### config.mk
export PLATFORM = sky130hd
export DESIGN_NAME = sds_div
export DESIGN_NICKNAME = d
export VERILOG_FILES = /design/src/design/sds_pkg.sv /design/src/design/sds_div.sv
export SDC_FILE = /design/constraint.sdc
export NUM_CORES = 1
export LEC_CHECK = 0
export BUFFER_PORTS_ARGS = -buffer_cell sky130_fd_sc_hd__buf_4
export CORE_UTILIZATION = 23
export DETAILED_ROUTE_END_ITERATION = 10
export PLACE_DENSITY = 0.44
export SKIP_LAST_GASP = 1
export SLEW_MARGIN = 20
export SYNTH_ARGS = -nofsm -noshare
export SYNTH_HDL_FRONTEND = slang
export SYNTH_SLANG_ARGS = --single-unit
### constraint.sdc
create_clock -name clk -period 4.6 [get_ports clk]
set_input_delay 0 -clock clk [delete_from_list [all_inputs] [get_ports clk]]
set_output_delay 0 -clock clk [all_outputs]
set_load 0.02 [all_outputs]
### src/design/sds_pkg.sv
// Shared types and constants for the stokeslet direct-sum block.
// No dependencies; compile this file first.
package sds_pkg;

  localparam int DATA_W     = 32;  // Q.FRAC input words
  localparam int VEL_W      = 48;  // Q32.FRAC result words
  localparam int ACC_W      = 64;  // running sums
  localparam int DIV_W      = 64;  // shared divider width
  localparam int U_ONE_BITS = 30;  // unit vector is Q1.30
  localparam int E_W        = 30;  // scaled displacement magnitude
  localparam int MUL_A_W    = 35;
  localparam int MUL_B_W    = 32;
  localparam int PROD_W     = MUL_A_W + MUL_B_W;

  localparam logic [MUL_A_W-1:0] INV_8PI_Q32 = MUL_A_W'(170891319);
  localparam logic [VEL_W-1:0]   VEL_MAX     = {1'b0, {(VEL_W-1){1'b1}}};
  localparam logic [VEL_W-1:0]   VEL_MIN     = {1'b1, {(VEL_W-1){1'b0}}};

endpackage

### src/design/sds_div.sv
// Restoring radix-2 unsigned divider, one quotient bit per cycle.
// Depends on sds_pkg for its width.
module sds_div (
  input  logic                        clk,
  input  logic                        rst_n,
  input  logic                        start,
  input  logic [sds_pkg::DIV_W-1:0]   dividend,
  input  logic [sds_pkg::DIV_W-1:0]   divisor,
  output logic                        done,
  output logic [sds_pkg::DIV_W-1:0]   quotient
);

  localparam int W   = sds_pkg::DIV_W;
  localparam int C_W = $clog2(W);
  localparam logic [C_W-1:0] LAST_STEP = C_W'(W - 1);

  logic [W-1:0]   rem_r, quo_r, div_r;
  logic [C_W-1:0] cnt_r;
  logic           busy_r, done_r;
  logic [W:0]     shifted, diff;
  logic           fits;

  always_comb begin
    shifted = {rem_r, quo_r[W-1]};
    diff    = shifted - {1'b0, div_r};
    fits    = shifted >= {1'b0, div_r};
  end

  always_ff @(posedge clk) begin
    if (!rst_n) begin
      busy_r <= 1'b0;
      done_r <= 1'b0;
      cnt_r  <= '0;
    end else begin
      done_r <= 1'b0;
      if (start) begin
        rem_r  <= '0;
        quo_r  <= dividend;
        div_r  <= divisor;
        cnt_r  <= '0;
        busy_r <= 1'b1;
      end else if (busy_r) begin
        rem_r <= fits ? diff[W-1:0] : shifted[W-1:0];
        quo_r <= {quo_r[W-2:0], fits};
        cnt_r <= cnt_r + 1'b1;
        if (cnt_r == LAST_STEP) begin
          busy_r <= 1'b0;
          done_r <= 1'b1;
        end
      end
    end
  end

  assign done     = done_r;
  assign quotient = quo_r;

endmodule

==> results.yml, run 1 <==
floorplan:
  die_y_um: 230
  die-area_um2: 52900
  rows: 83
  die_x_um: 230
  start_util: 0.233
  ios: 196
  core_area_um2: 51400
routing:
  routedWlPerCell_um: 16.3
  first_pass_iters: 4
  num_vias: 9522
  drc: 0
  viasPerCell: 4.48
  antenna_left: 0
  drt_wl_total_mm: 34.7
  dr.first_iter.drc_count: 429
place:
  dp.cells: 1965
  gp_congestion: 0.828
  port_buffers: 195
  dp_hpwl_mm: 25.4
yosys:
  netlist_instances: 1131
  netlist_area_um2: 12000
  synth.top_cell.area_share: 0.482
  yosys_most_used_dff: "edfxtp_1"
  synth-edff-count: 192
  yosys_warnings: 0
  synth_nets: 1328
  yosysTopAreaCell: "edfxtp_1"
  yosysUniqueCellTypes: 76
  async_flop_share: 0
  seq_area_frac_synth: 0.495
  syn_avg_cell_area_um2: 10.6
  ys_seq_elements: 200
  synth_area_leaders: "edfxtp_1 48%, ha_1 6.8%, mux2_2 5.9%, a21oi_1 4.8%, nor2_1 3.7%"
setup_path:
  start_kind: "flop"
  path_class: "reg2reg"
  worstPathArrival_ns: 3.93
  crit_fanout: 30
  critical-path-max-stage-delay_ns: 0.54
  required_ns: 4.80
  critPathCaptureType: "flop"
  r2r_setup_slack_ns: 0.87
  crit_buf_inv: 1
  crit_chain: "ha_1 > a21oi_1 > o21ai_0 > a21o_1 > a211oi_1 > and3_1 > and3_4 > o21a_2 > buf_4 > nor2_1 > a21oi_1 > nor2_1"
  crit_slowest_cell: "o21a_2"
  crit_family: "compound AO/OA/AOI/OAI gates"
global_route:
  grt_antenna_before_repair: 0
  overflow: 0
  grt.total_usage: 0.133
  grt_pass1_vias: 9978
  grt_pass1_wl_mm: 55.2
  grt_start_max_net_pins: 77
pwr:
  combinationalPowerShare: 0.305
  p_per_area_nw_per_um2: 343
  sw_frac_of_total: 0.330
  power.share.clock: 0.283
  p_leak_uw: 0.00640
  netSwitchingPower_uw: 1810
  internal_power_uw: 3680
  seqPwrFrac: 0.412
  ir_drop_mv: 0.262
outcome:
  status: "finished clean"
finish:
  n_antenna_cell: 0
  fillCellCount: 5311
  final_common_cell: "buf_4"
  area_growth_pct: 33.7
  drive_gt1_frac: 0.227
  fin_util: 0.311
  final_cell_mix: "204 x buf_4, 192 x edfxtp_1, 129 x dlygate4sd3_1"
  fin_cells: 2126
  fin_nets: 1630
timing:
  whs_ns: 0.138
  tightest_slew_ns: 0.931
  finalMaxSlewViolations: 0
  hold_viol_final: 0
  fmax_mhz: 268
  skew_ns: 0.0117
  tns_ns: 0
  rsz0062_at_grt: "no"
  relSlewSlack: 0.379
  period_share: 0.810
  min_period_ns: 3.73
  setup_viol: 0
clock_network:
  post_cts_buffers: 0
  cts_tree: "built"
  cts_buffer_depth: 2
  clock_latency_ns: 0.47
  cts_buffers: 17
  cts_resized: 0
  htree_levels: 4
  cts_hold_buf: 129
  clk_pin_slew_ns: 0.08
  clockRootBuffer: "clkbuf_16"
  cts_sinks: 200
worst_hold_path:
  hp-class: "in2reg"
job:
  max-cap-violations: 0
## area by class of cell
class,instances,area (um^2),area share
inverter,78,293,0.0183
timing repair buffer,334,2840,0.178
multi-input combinational,802,5520,0.345
sequential,200,5930,0.370
clock buffer,18,429,0.0268
tap,680,851,0.0532
clock inverter,14,144,0.00899
## per-layer routing
| metal | up-vias | global-route usage | routed length, um | part of all wire |
|---|---|---|---|---|
| met3 | 22 | 0.0376 | 1870 | 0.054 |
| met1 | 4540 | 0.166 | 15700 | 0.45 |
| met4 | 0 | 0.0317 | 393 | 0.011 |
| li1 | 4732 | - | - | - |
| met5 | - | 0 | 0 | 0 |
| met2 | 228 | 0.225 | 16800 | 0.48 |
## state kept, by name, indices dropped and copies added, names as in the netlist
name / count
busy_r: 1
quotient: 64
div_r: 64
cnt_r: 6
done: 1
rem_r: 64
## through the flow
step	power, uW	area [um^2]	worst slack, ns
3_5_place_dp	3890	14100	0.819
4_1_cts	5570	16000	0.819
2_1_floorplan	3420	12000	0.624
3_3_place_gp	3900	14100	0.916
5_1_grt	5810	16000	0.578
6_report	5490	16000	0.873
## cells by family after synthesis
group                      Yosys count  synth area share
AOI/OAI and AO/OA                  288             0.155
xor gates and xnor gates            62            0.0454
adders and majority gates           66            0.0696
buffers and inverters              129            0.0448
DFF                                200             0.495
muxes                               74            0.0685
and+or+nand+nor                    312             0.121
## path summary, 6_finish.rpt
path              depth (start not counted)           end       from
hold reg to reg                           2      cnt_r[5]   cnt_r[5]
setup / recovery                         12     rem_r[20]  rem_r[35]
setup reg to reg                         12     rem_r[20]  rem_r[35]
hold / removal                            2  quotient[21]      start
## cell usage after synthesis (13+ instances only)
master and instances:
edfxtp_1 192, nor2_1 119, a21oi_1 115, nand2_1 86, inv_1 78, ha_1 65
mux2_2 63, o21ai_0 47, xnor2_1 31, xor2_1 31, a21o_1 28, clkbuf_1 28
nand3_1 22, nand4_1 19, buf_2 14, o21bai_1 13
## power groups by stage
stage	clock [uW]	combinational [uW]	sequential (uW)
6_report	1550	1680	2260
5_1_grt	1660	1870	2280
4_1_cts	1610	1690	2260
3_5_place_dp	0	1600	2300
3_3_place_gp	0	1600	2300
2_1_floorplan	0	1100	2330
No activity file was read; power rests on OpenSTA's default activity.
==> run 2: changes to the inputs <==
--- a/config.mk
+++ b/config.mk
@@ -5,6 +5,7 @@
 export SDC_FILE = /design/constraint.sdc
 export NUM_CORES = 1
 export LEC_CHECK = 0
+export ABC_AREA = 1
 export BUFFER_PORTS_ARGS = -buffer_cell sky130_fd_sc_hd__buf_4
 export CORE_UTILIZATION = 23
 export DETAILED_ROUTE_END_ITERATION = 10
==> constraint.sdc (replaced) <==
create_clock -name clk -period 3.63 [get_ports clk]
set_input_delay 0 -clock clk [delete_from_list [all_inputs] [get_ports clk]]
set_output_delay 0 -clock clk [all_outputs]
set_load 0.02 [all_outputs]
==> run 2 against run 1 <==
  * Via count increased by 46%
  * Count of clock-buffer cells in the layout is the same
  * Synthesized area rose by 22%
  * Synthesized cell count increased by 93%
  * Final cell count rose by 59%
  * First-iteration DRC count rose by 67%
  * Sequential power up 31%
  * Largest cell class is now multi-input combinational cells
  * Highest routed layer unchanged
==> results.yml, run 2 <==
outcome:
  status: "finished clean"
finish:
  regArea_um2: 5930
  drive_gt1_frac: 0.0990
  fillCellCount: 7028
  multiInputGateArea_um2: 6810
  final_cell_mix: "951 x nand2_1, 450 x inv_1, 235 x nor2_1"
  fin_nets: 2710
  area_growth_pct: 30.8
  n_antenna_cell: 0
  final_common_cell: "nand2_1"
  final_cell_area_um2: 19100
clock_network:
  cts_buffer_depth: 2
  post_cts_buffers: 0
  clk_pin_slew_ns: 0.09
  htree_levels: 4
  clock_latency_ns: 0.52
  cts_hold_buf: 143
  cts_sinks: 200
  cts_tree: "built"
  cts_buffers: 17
  clockRootBuffer: "clkbuf_16"
  cts_resized: 0
yosys:
  synthSimpleGateAreaFrac: 0.369
  synth.top_cell.area_share: 0.395
  synth_xor_area_frac: 0.0192
  ys_seq_elements: 200
  syn_avg_cell_area_um2: 6.68
  netlist_instances: 2188
  synthAdderAreaFrac: 0.0570
  synth-edff-count: 192
  post-synth-top-count-cell: "nand2_1"
  synth_top_family_by_area: "simple AND/OR/NAND/NOR gates"
  yosys_most_used_dff: "edfxtp_1"
  synth_commonest_cells: "952 x nand2_1, 451 x inv_1, 235 x nor2_1, 192 x edfxtp_1, 71 x nand3_1"
  yosysTopAreaCell: "edfxtp_1"
  async_flop_share: 0
  yosysUniqueCellTypes: 33
  synth_area_leaders: "edfxtp_1 39%, nand2_1 24%, inv_1 12%, nor2_1 6.0%, ha_1 5.6%"
  synth_nets: 2385
  netlist_area_um2: 14600
  synth_mux_area_frac: 0
  seq_area_frac_synth: 0.405
  synth-compound-area-share: 0.0192
  yosys_warnings: 0
setup_path:
  required_ns: 3.99
  start_kind: "flop"
  path_class: "reg2reg"
  crit_slowest_cell: "a21oi_4"
  crit_path_frequent_cell: "nand2_1"
  critical-path-max-stage-delay_ns: 0.52
  worstPathArrival_ns: 3.51
  crit_fanout: 31
  critPathCaptureType: "flop"
  crit_chain: "ha_1 > nand2_1 > nand2_1 > nand2_1 > nand2_1 > nand2_1 > nand3_2 > nand2_1 > nand2_2 > nand2_1 > nand2_2 > a21oi_4 > buf_4 > nor2_1 > nor2_1"
timing:
  finalMaxSlewViolations: 0
  fmax_mhz: 317
  setup_viol: 0
  relSlewSlack: 0.296
  min_period_ns: 3.15
  tns_ns: 0
  skew_ns: 0.0233
  hold_viol_final: 0
  rsz0062_at_grt: "no"
  tightest_slew_ns: 1.06
  period_share: 0.868
routing:
  drt_wl_total_mm: 50.3
  first_pass_iters: 5
  routedWlPerCell_um: 14.9
  viasPerCell: 4.11
  dr.first_iter.drc_count: 718
  drc: 0
  num_vias: 13900
  antenna_left: 0
floorplan:
  die_y_um: 254
  ios: 196
  die_x_um: 254
  die-area_um2: 64600
  rows: 92
  start_util: 0.232
  core_area_um2: 63000
place:
  gp_congestion: 0.909
  dp_hpwl_mm: 39.1
  post_dp_cell_area_um2: 17000
  port_buffers: 195
global_route:
  overflow: 0
  grt_pass1_wl_mm: 78.9
  grt.total_usage: 0.162
  grt_start_max_net_pins: 130
  grt_pass1_vias: 14000
  grt_antenna_before_repair: 0
pwr:
  netSwitchingPower_uw: 3210
  internal_power_uw: 4840
  p_leak_uw: 0.0101
  fin_total_pwr_uw: 8050
  p_per_area_nw_per_um2: 421
  combinationalPowerShare: 0.382
  power.share.clock: 0.252
  seqPwrFrac: 0.367
  ir_drop_mv: 0.412
  sw_frac_of_total: 0.399
worst_hold_path:
  hp-class: "in2reg"
job:
  max-cap-violations: 0
-- run 2: changes by cell type after synthesis, sizes merged, moves of 13 or more --
cell    delta
nand2    +870
inv      +376
nor2     +117
a21oi     -74
mux2      -63
nand3     +51
o21ai     -50
nand3b    +39
xnor2     -30
a21o      -28
a211oi    -16
o21bai    -13
-- run 2: cells by family after synthesis --
| kind of cell | Yosys count |
|---|---|
| AO/OA/AOI/OAI | 55 |
| buffers and inverters | 494 |
| flip-flops | 200 |
| adder cells (fa/ha/maj) | 66 |
| XOR/XNOR | 32 |
| AND/OR/NAND/NOR | 1341 |
-- run 2: metal layers --
layer / global-route usage / vias up / routed length (um)
li1: - / 7236 / -
met1: 0.210 / 6290 / 23500
met2: 0.268 / 294 / 23300
met3: 0.0343 / 40 / 2510
met4: 0.0480 / 0 / 983
met5: 0 / - / 0
-- run 2: final timing paths --
path	start	endpoint	slack, ns	depth (start not counted)
max	rem_r[1]	rem_r[28]	0.48	15
min	divisor[44]	div_r[44]	0.20	2
max reg2reg	rem_r[1]	rem_r[28]	0.48	15
min reg2reg	cnt_r[5]	cnt_r[5]	0.48	2
-- run 2: cell type report --
| class | count | area share |
|---|---|---|
| clock inverter | 14 | 0.00936 |
| tap | 846 | 0.0554 |
| multi-input combinational | 1494 | 0.356 |
| sequential | 200 | 0.310 |
| inverter | 454 | 0.0893 |
| clock buffer | 18 | 0.0225 |
| timing repair buffer | 346 | 0.157 |
-- run 2: critical path: cells and delay by family, from the launching register on --
family                   cells  cell delay [ns]
adder cells (fa/ha/maj)      1             0.42
AO/OA/AOI/OAI                1             0.52
AND/OR/NAND/NOR             12             1.11
buffers and inverters        1             0.45
flip-flops                   1             0.45
-- run 2: per-stage QoR --
stage / std cells / utilization / hold slack (ns) / worst slack (ns)
finish: 3372 / 0.304 / 0.204 / 0.479
global route: 3372 / 0.304 / 0.172 / 0.181
global placement: 3196 / 0.271 / 0.180 / 0.573
CTS: 3371 / 0.303 / 0.159 / 0.451
floorplan: 2188 / - / 0.0989 / 1.18
detailed placement: 3196 / 0.271 / 0.180 / 0.487
-- run 2: power groups by stage --
stage,clock (uW),sequential [uW],combinational (uW)
global route,2200,2980,3490
floorplan,0,3050,1910
CTS,2130,2960,3090
detailed placement,0,3000,2960
finish,2030,2950,3070
global placement,0,3000,2960
==> run 3: changes to the inputs <==
--- a/config.mk
+++ b/config.mk
@@ -7,9 +7,11 @@
 export LEC_CHECK = 0
 export ABC_AREA = 1
 export BUFFER_PORTS_ARGS = -buffer_cell sky130_fd_sc_hd__buf_4
+export CELL_PAD_IN_SITES_DETAIL_PLACEMENT = 1
+export CELL_PAD_IN_SITES_GLOBAL_PLACEMENT = 1
 export CORE_UTILIZATION = 23
 export DETAILED_ROUTE_END_ITERATION = 10
-export PLACE_DENSITY = 0.44
+export PLACE_DENSITY = 0.55
 export SKIP_LAST_GASP = 1
 export SLEW_MARGIN = 20
 export SYNTH_ARGS = -nofsm -noshare
==> run 3 against run 2 <==
  * Via count is 2.4% higher
  * Clock power hardly changed
  * Worst hold slack better by 0.019 ns
  * Flip-flop and latch count stayed put
  * Largest power group unchanged
  * Count of clock-buffer cells in the layout is 1 higher
  * Critical path type unchanged
  * Largest cell class unchanged
==> results.yml, run 3 (synthesis gave the netlist of run 2 again) <==
outcome:
  status: "finished clean"
setup_path:
  crit_fanout: 41
  critPathCaptureType: "flop"
  path_class: "reg2reg"
  critical-path-max-stage-delay_ns: 0.53
  crit_family: "simple AND/OR/NAND/NOR gates"
  worstPathArrival_ns: 3.57
  crit_chain: "ha_1 > nand2_1 > nand2_1 > nand2_1 > nand2_1 > nand2_1 > nand3_2 > nand2_1 > nand2_2 > nand2_1 > nand2_2 > nand2_2 > buf_4 > nand3_1 > nand2_1 > nor2_1"
  path_depth: 16
  crit_slowest_cell: "buf_4"
  worst-r2r-cell-count: 16
  crit_buf_inv: 1
  required_ns: 3.88
  start_kind: "flop"
  crit_path_frequent_cell: "nand2_1"
routing:
  drt_wl_total_mm: 54.9
  first_pass_iters: 5
  routedWlPerCell_um: 16.2
  dr.first_iter.drc_count: 624
  num_vias: 14200
  drc: 0
  antenna_left: 0
  viasPerCell: 4.20
clock_network:
  post_cts_buffers: 0
  clockRootBuffer: "clkbuf_16"
  cts_buffers: 17
  cts_buffer_depth: 2
  cts_resized: 0
  cts_sinks: 200
  cts_tree: "built"
  cts_hold_buf: 148
  htree_levels: 4
  clock_latency_ns: 0.50
  clk_pin_slew_ns: 0.08
finish:
  multiInputGateArea_um2: 6810
  area_growth_pct: 31.4
  fin_nets: 2721
  fin_cells: 3383
  n_antenna_cell: 0
  final_cell_mix: "951 x nand2_1, 450 x inv_1, 235 x nor2_1"
  fillCellCount: 7875
  final_common_cell: "nand2_1"
  regArea_um2: 5930
  drive_gt1_frac: 0.101
floorplan:
  rows: 92
  die-area_um2: 64600
  ios: 196
  die_y_um: 254
  die_x_um: 254
  core_area_um2: 63000
  start_util: 0.232
timing:
  fmax_mhz: 301
  hold_viol_final: 0
  min_period_ns: 3.32
  setup_viol: 0
  tns_ns: 0
  fin_ws_ns: 0.310
  relSlewSlack: 0.349
  tightest_slew_ns: 0.976
  period_share: 0.915
  rsz0062_at_grt: "no"
  finalMaxSlewViolations: 0
  skew_ns: 0.0152
global_route:
  grt_start_max_net_pins: 88
  grt.total_usage: 0.175
  grt_pass1_vias: 15000
  grt_pass1_wl_mm: 85.1
  overflow: 0
  grt_antenna_before_repair: 2
worst_hold_path:
  holdPathStages: 2
  hp-class: "in2reg"
pwr:
  ir_drop_mv: 0.394
  p_per_area_nw_per_um2: 425
  p_leak_uw: 0.0101
place:
  port_buffers: 195
  dp.cells: 3203
  dp_hpwl_mm: 43.2
  dp_slack_ns: 0.316
  gp_congestion: 0.892
job:
  max-cap-violations: 0
==> run 3: cell types whose count changed in the layout (fill, tap and decap cells not counted) <==
cell / before / now
clkbuf_1: 1 / 0
clkbuf_16: 17 / 18
clkinv_4: 1 / 2
buf_4: 200 / 206
dlygate4sd3_1: 143 / 148
clkinv_8: 7 / 3
clkbuf_8: 0 / 1
inv_8: 2 / 4
buf_16: 1 / 0
buf_12: 2 / 3
==> run 3: metrics by stage <==
stage / util / hold slack (ns) / total power (uW) / area, um^2
after floorplan: - / 0.0989 / 4960 / 14600
after detailed placement: 0.272 / 0.180 / 6060 / 17100
after global routing: 0.305 / 0.188 / 8770 / 19200
after global placement: 0.272 / 0.179 / 6020 / 17100
final: 0.305 / 0.222 / 8170 / 19200
after CTS: 0.305 / 0.172 / 8320 / 19200
==> run 3: cell type report <==
cell class	count	area share
multi-input combinational	1494	0.355
inverter	454	0.0889
clock buffer	19	0.0242
timing repair buffer	357	0.161
sequential	200	0.309
tap	846	0.0551
clock inverter	13	0.00756
==> run 3: final timing paths <==
kind	from	end	slack, ns
worst min register to register	cnt_r[5]	cnt_r[5]	0.48
worst max register to register	rem_r[1]	rem_r[55]	0.31
worst max-delay path	rem_r[1]	rem_r[55]	0.31
worst min-delay path	divisor[48]	div_r[48]	0.22
==> run 3: layer usage <==
metal / vias up / share of wire / wire [um] / global-route usage
met5: - / 0.00024 / 13 / 0
met4: 2 / 0.024 / 1340 / 0.0573
met3: 54 / 0.039 / 2130 / 0.0331
met2: 232 / 0.47 / 25700 / 0.295
met1: 6645 / 0.47 / 25700 / 0.224
li1: 7262 / - / - / -
==> run 3: report_power, final <==
part | switching [uW] | internal (uW) | total (uW)
combinational | 2060 | 1090 | 3150
sequential | 119 | 2840 | 2950
clock | 1080 | 982 | 2060
total | 3260 | 4910 | 8170
